File: src/rtl/hcte_pkg.sv
package hcte_pkg;

  localparam int unsigned SymbolCountDef = 256;
  localparam int unsigned MaxCodeBitsDef = 32;

  localparam int unsigned OpW     = 2;
  localparam int unsigned SymbolW = 8;
  localparam int unsigned CodeInW = 32;
  localparam int unsigned LenInW  = 6;
  localparam int unsigned ByteW   = 8;
  localparam int unsigned PendW   = 7;
  localparam int unsigned CntW    = 3;

  typedef enum logic [OpW-1:0] {
    OP_WRITE  = 2'd0,
    OP_ENCODE = 2'd1,
    OP_FLUSH  = 2'd2
  } op_e;

  // controller -> datapath
  typedef struct packed {
    logic write_entry;  // load table entry from the input ports
    logic lookup;       // register symbol check and table read
    logic load;         // move looked-up code into the shifter
    logic step;         // pack up to one byte worth of code bits
    logic emit_error;   // present the missing-entry result
    logic flush;        // present the padded partial byte
  } cmd_t;

  // datapath -> controller
  typedef struct packed {
    logic out_free;     // output register can take a result this cycle
    logic entry_ok;     // looked-up symbol has a valid entry
    logic pend_empty;   // no bits waiting in the packer
    logic step_done;    // current step consumes the remaining code bits
  } status_t;

endpackage

File: src/rtl/hcte_ctrl.sv
module hcte_ctrl (
  input  logic                         clk_i,
  input  logic                         rst_ni,
  input  logic                         in_valid_i,
  output logic                         in_ready_o,
  input  logic [hcte_pkg::OpW-1:0]     op_i,
  input  hcte_pkg::status_t            status_i,
  output hcte_pkg::cmd_t               cmd_o
);

  typedef enum logic [4:0] {
    ST_IDLE   = 5'b00001,
    ST_LOOKUP = 5'b00010,
    ST_EMIT   = 5'b00100,
    ST_ERROR  = 5'b01000,
    ST_FLUSH  = 5'b10000
  } state_e;

  state_e state_q, state_d;

  always_comb begin
    state_d    = state_q;
    in_ready_o = 1'b0;
    cmd_o      = '0;
    unique case (state_q)
      ST_IDLE: begin
        in_ready_o = 1'b1;
        if (in_valid_i) begin
          unique case (hcte_pkg::op_e'(op_i))
            hcte_pkg::OP_WRITE: begin
              cmd_o.write_entry = 1'b1;
            end
            hcte_pkg::OP_ENCODE: begin
              cmd_o.lookup = 1'b1;
              state_d      = ST_LOOKUP;
            end
            hcte_pkg::OP_FLUSH: begin
              if (!status_i.pend_empty) begin
                state_d = ST_FLUSH;
              end
            end
            default: begin
            end
          endcase
        end
      end
      ST_LOOKUP: begin
        if (status_i.entry_ok) begin
          cmd_o.load = 1'b1;
          state_d    = ST_EMIT;
        end else begin
          state_d = ST_ERROR;
        end
      end
      ST_EMIT: begin
        if (status_i.out_free) begin
          cmd_o.step = 1'b1;
          if (status_i.step_done) begin
            state_d = ST_IDLE;
          end
        end
      end
      ST_ERROR: begin
        if (status_i.out_free) begin
          cmd_o.emit_error = 1'b1;
          state_d          = ST_IDLE;
        end
      end
      ST_FLUSH: begin
        if (status_i.out_free) begin
          cmd_o.flush = 1'b1;
          state_d     = ST_IDLE;
        end
      end
      default: begin
        state_d = ST_IDLE;
      end
    endcase
  end

  always_ff @(posedge clk_i or negedge rst_ni) begin
    if (!rst_ni) begin
      state_q <= ST_IDLE;
    end else begin
      state_q <= state_d;
    end
  end

endmodule

File: config.mk
export PLATFORM = sky130hd
export DESIGN_NAME = hcte_ctrl
export DESIGN_NICKNAME = d
export VERILOG_FILES = /design/src/rtl/hcte_pkg.sv /design/src/rtl/hcte_ctrl.sv
export SDC_FILE = /design/constraint.sdc
export NUM_CORES = 1
export LEC_CHECK = 0
export BUFFER_PORTS_ARGS = -buffer_cell sky130_fd_sc_hd__buf_4
export CAP_MARGIN = 20
export CELL_PAD_IN_SITES_DETAIL_PLACEMENT = 0
export CELL_PAD_IN_SITES_GLOBAL_PLACEMENT = 1
export CORE_AREA = 2 2 39 41
export DETAILED_ROUTE_END_ITERATION = 8
export DIE_AREA = 0 0 41 43
export PLACE_DENSITY = 0.69
export SYNTH_ARGS = -nofsm -noshare
export SYNTH_HDL_FRONTEND = slang
export SYNTH_SLANG_ARGS = --single-unit
File: constraint.sdc
create_clock -name clk_i -period 1.75 [get_ports clk_i]
set_input_delay 0.35 -clock clk_i [delete_from_list [all_inputs] [get_ports clk_i]]
set_output_delay 0.35 -clock clk_i [all_outputs]
set_load 0.01 [all_outputs]
==> run metrics <==
Via Count=404; post-synthesis sequential area ratio=35.31%; Initial Utilization=25.86%; post-synthesis compound-gate area fraction=14.69%; clk sinks=5; PortBufs=15; I/O pin total=16; Hold Path Class=input port to flip-flop; Worst Tran Pin Value=253.5 ps; commonest non-fill, non-tap cell in the layout=buf_4; post-route ant nets=0; Tmin final=1767 ps; clk_skew=4.265 ps; cells after synthesis=38; Post-Synth Simple-Gate Area=38.46%; core footprint=0.001384 mm^2; Tot GR Track Use=13.56%; Post-Syn Nets=47; Syn-to-layout area delta=74.48%; Die Wd=41 um; max reg flops=5; VDD IR max=614.7 uV; commonest non-fill, non-tap cells in the layout=buf_4 (24), nor2_1 (4), dfrtp_1 (4); Core Util, Final=45.12%; Final Setup Violations=2; Post-Route WL=1011 um; CTS tree=built; total global routing overflow=0; adder-cell share of the synthesized area=0%; number of cells on the worst reg-to-reg path=4; synthesized area=357.8 um^2; largest family of logic cells by synthesized area=simple AND/OR/NAND/NOR gates; Reg-to-Reg End=state_q[4]; Root Driver=clkbuf_4; H-tree lvl count=1; Worst Setup EP=cmd_o[5]; maximum clock frequency=565.9 MHz; Max Slew Vio Count=0; Worst Path Arrival=1420 ps; CP startpoint kind=flip-flop; Residual DRC=0; largest registers=state_q x5; Distinct cells, synth=25; drt wl/cell=12.18 um; cell area after layout=624.3 um^2; clock transition at the registers of the reported paths=40 ps; Storage cell area=126.4 um^2; Antenna Cells=0; Final WS setup=-17.07 ps; clock latency on the worst-skew pair=240 ps; die height=43 um; synthesized area per cell=9.417 um^2; MaxCap Viol Count=0; post-DR vias/cell=4.867; failing checks=negative setup slack; share of post-route cells with drive strength above 1=58.21%; XOR/XNOR Fraction of Synth Area=2.448%; nets=77; Multi-input gate area=239.0 um^2; reg-to-reg slack, setup=120 ps; drt first pass iters=2; Critical R2R Launch=state_q[4]; Final Cycle Share=101.0%; worst rel slew slack=82.95%; DR iter-0 viols=11; Pwr Density=1290 mW/mm^2; Setup WS pre-CTS=5.956 ps; Ys Warns=0; die area=0.001763 mm^2; Placement Cell Area=539.3 um^2; site row count=14; unrepaired setup endpoints after global routing=true; worst setup path start=state_q[2]; fill count=146; worst setup path class=flip-flop to output port; TritonCTS Buffers=3; Seq cells post-synth=5; most flop-heavy register=state_q; number of antenna violations at the first check in global routing=0; vias in the first global route=375; CP Capture Type=output port; largest net degree at the start of global routing=6; worst path required time=1400 ps; outcome=finished, violations left; final hold viol count=0; mux cell area share after synthesis=2.797%; GP Congestion=0.7101; clock buffer depth=2; leakage power=0.2989 nW; first-pass GRT wire length=1552 um; CP Max Fanout=3; DP HPWL=761.7 um
==> synth_stat cells (all sizes together) <==
| master | instances | area (um^2) |
|---|---|---|
| nand2b | 1 | 6.260 |
| and2 | 1 | 6.260 |
| and4 | 1 | 8.760 |
| dfrtp | 4 | 100.1 |
| a32o | 1 | 10.01 |
| nor4 | 2 | 12.51 |
| a21oi | 1 | 5.000 |
| dfstp | 1 | 26.28 |
| mux2i | 1 | 10.01 |
| nor3 | 2 | 10.01 |
| nor2 | 5 | 18.77 |
| or2 | 1 | 6.260 |
| a211oi | 1 | 12.51 |
| nor4b | 2 | 17.52 |
| buf | 1 | 11.26 |
| xor2 | 1 | 8.760 |
| nand3b | 3 | 22.52 |
| o22ai | 1 | 6.260 |
| o21a | 1 | 7.510 |
| a221o | 1 | 11.26 |
| inv | 3 | 11.26 |
| or4b | 1 | 10.01 |
| or2b | 1 | 7.510 |
| nand4bb | 1 | 11.26 |
==> where the power goes <==
group,switching [mW],internal [mW],total [mW]
sequential,0.0384,0.156,0.194
clock,0.0428,0.0859,0.129
combinational,0.216,0.267,0.483
total,0.297,0.508,0.805
==> metal layers <==
metal	GRT usage, %	vias up	share of wire [%]
met4	2.000	0	0
li1	-	201	-
met1	16.17	185	43
met3	7.853	0	7.1
met2	20.94	18	50
met5	0	-	0
==> worst min-delay path by stage <==
stage               start          to  slack, ps  cells after the start
2_1_floorplan      rst_ni  state_q[1]         50                      0
3_3_place_gp       rst_ni  state_q[2]        150                      1
3_5_place_dp       rst_ni  state_q[2]        150                      1
4_1_cts        in_valid_i  state_q[1]        430                      3
5_1_grt        in_valid_i  state_q[1]        440                      3
6_report       in_valid_i  state_q[1]        420                      3
==> area by class of cell <==
class                      instances  share of cell area, %
multi-input combinational         29                  38.28
timing repair buffer              26                  32.26
sequential                         5                  20.24
clock buffer                       4                  4.208
tap                               16                  3.206
inverter                           3                  1.804
==> per-stage QoR <==
| stage | setup TNS [ps] | total power [mW] | hold slack [ps] | std cells |
|---|---|---|---|---|
| 2_1_floorplan | 0 | 0.4197 | 54.41 | 38 |
| 3_3_place_gp | 0 | 0.6058 | 153.2 | 76 |
| 3_5_place_dp | 0 | 0.6036 | 152.0 | 76 |
| 4_1_cts | -19.81 | 0.7961 | 425.7 | 83 |
| 5_1_grt | -284.6 | 0.8696 | 441.4 | 83 |
| 6_report | -19.82 | 0.8053 | 423.2 | 83 |
==> cell families after synthesis <==
family | after synthesis
and+or+nand+nor | 21
AOI/OAI and AO/OA | 6
DFF | 5
buffers and inverters | 4
xor gates and xnor gates | 1
muxes | 1
==> worst max-delay path, stage by stage (launching register included) <==
cell and delay [ps]:
dfrtp_1 400, nor3_2 230, nand3b_1 150, nor4b_2 230
buf_4 160
==> what timing repair did <==
item,in CTS,in global routing
endpoints found under the setup margin,4,6
gates resized for setup,4,3
pin swaps,5,1
hold buffers,1,0
endpoints found under the hold margin,4,0
buffers inserted,2,0
(Power assumes the default switching activity.)
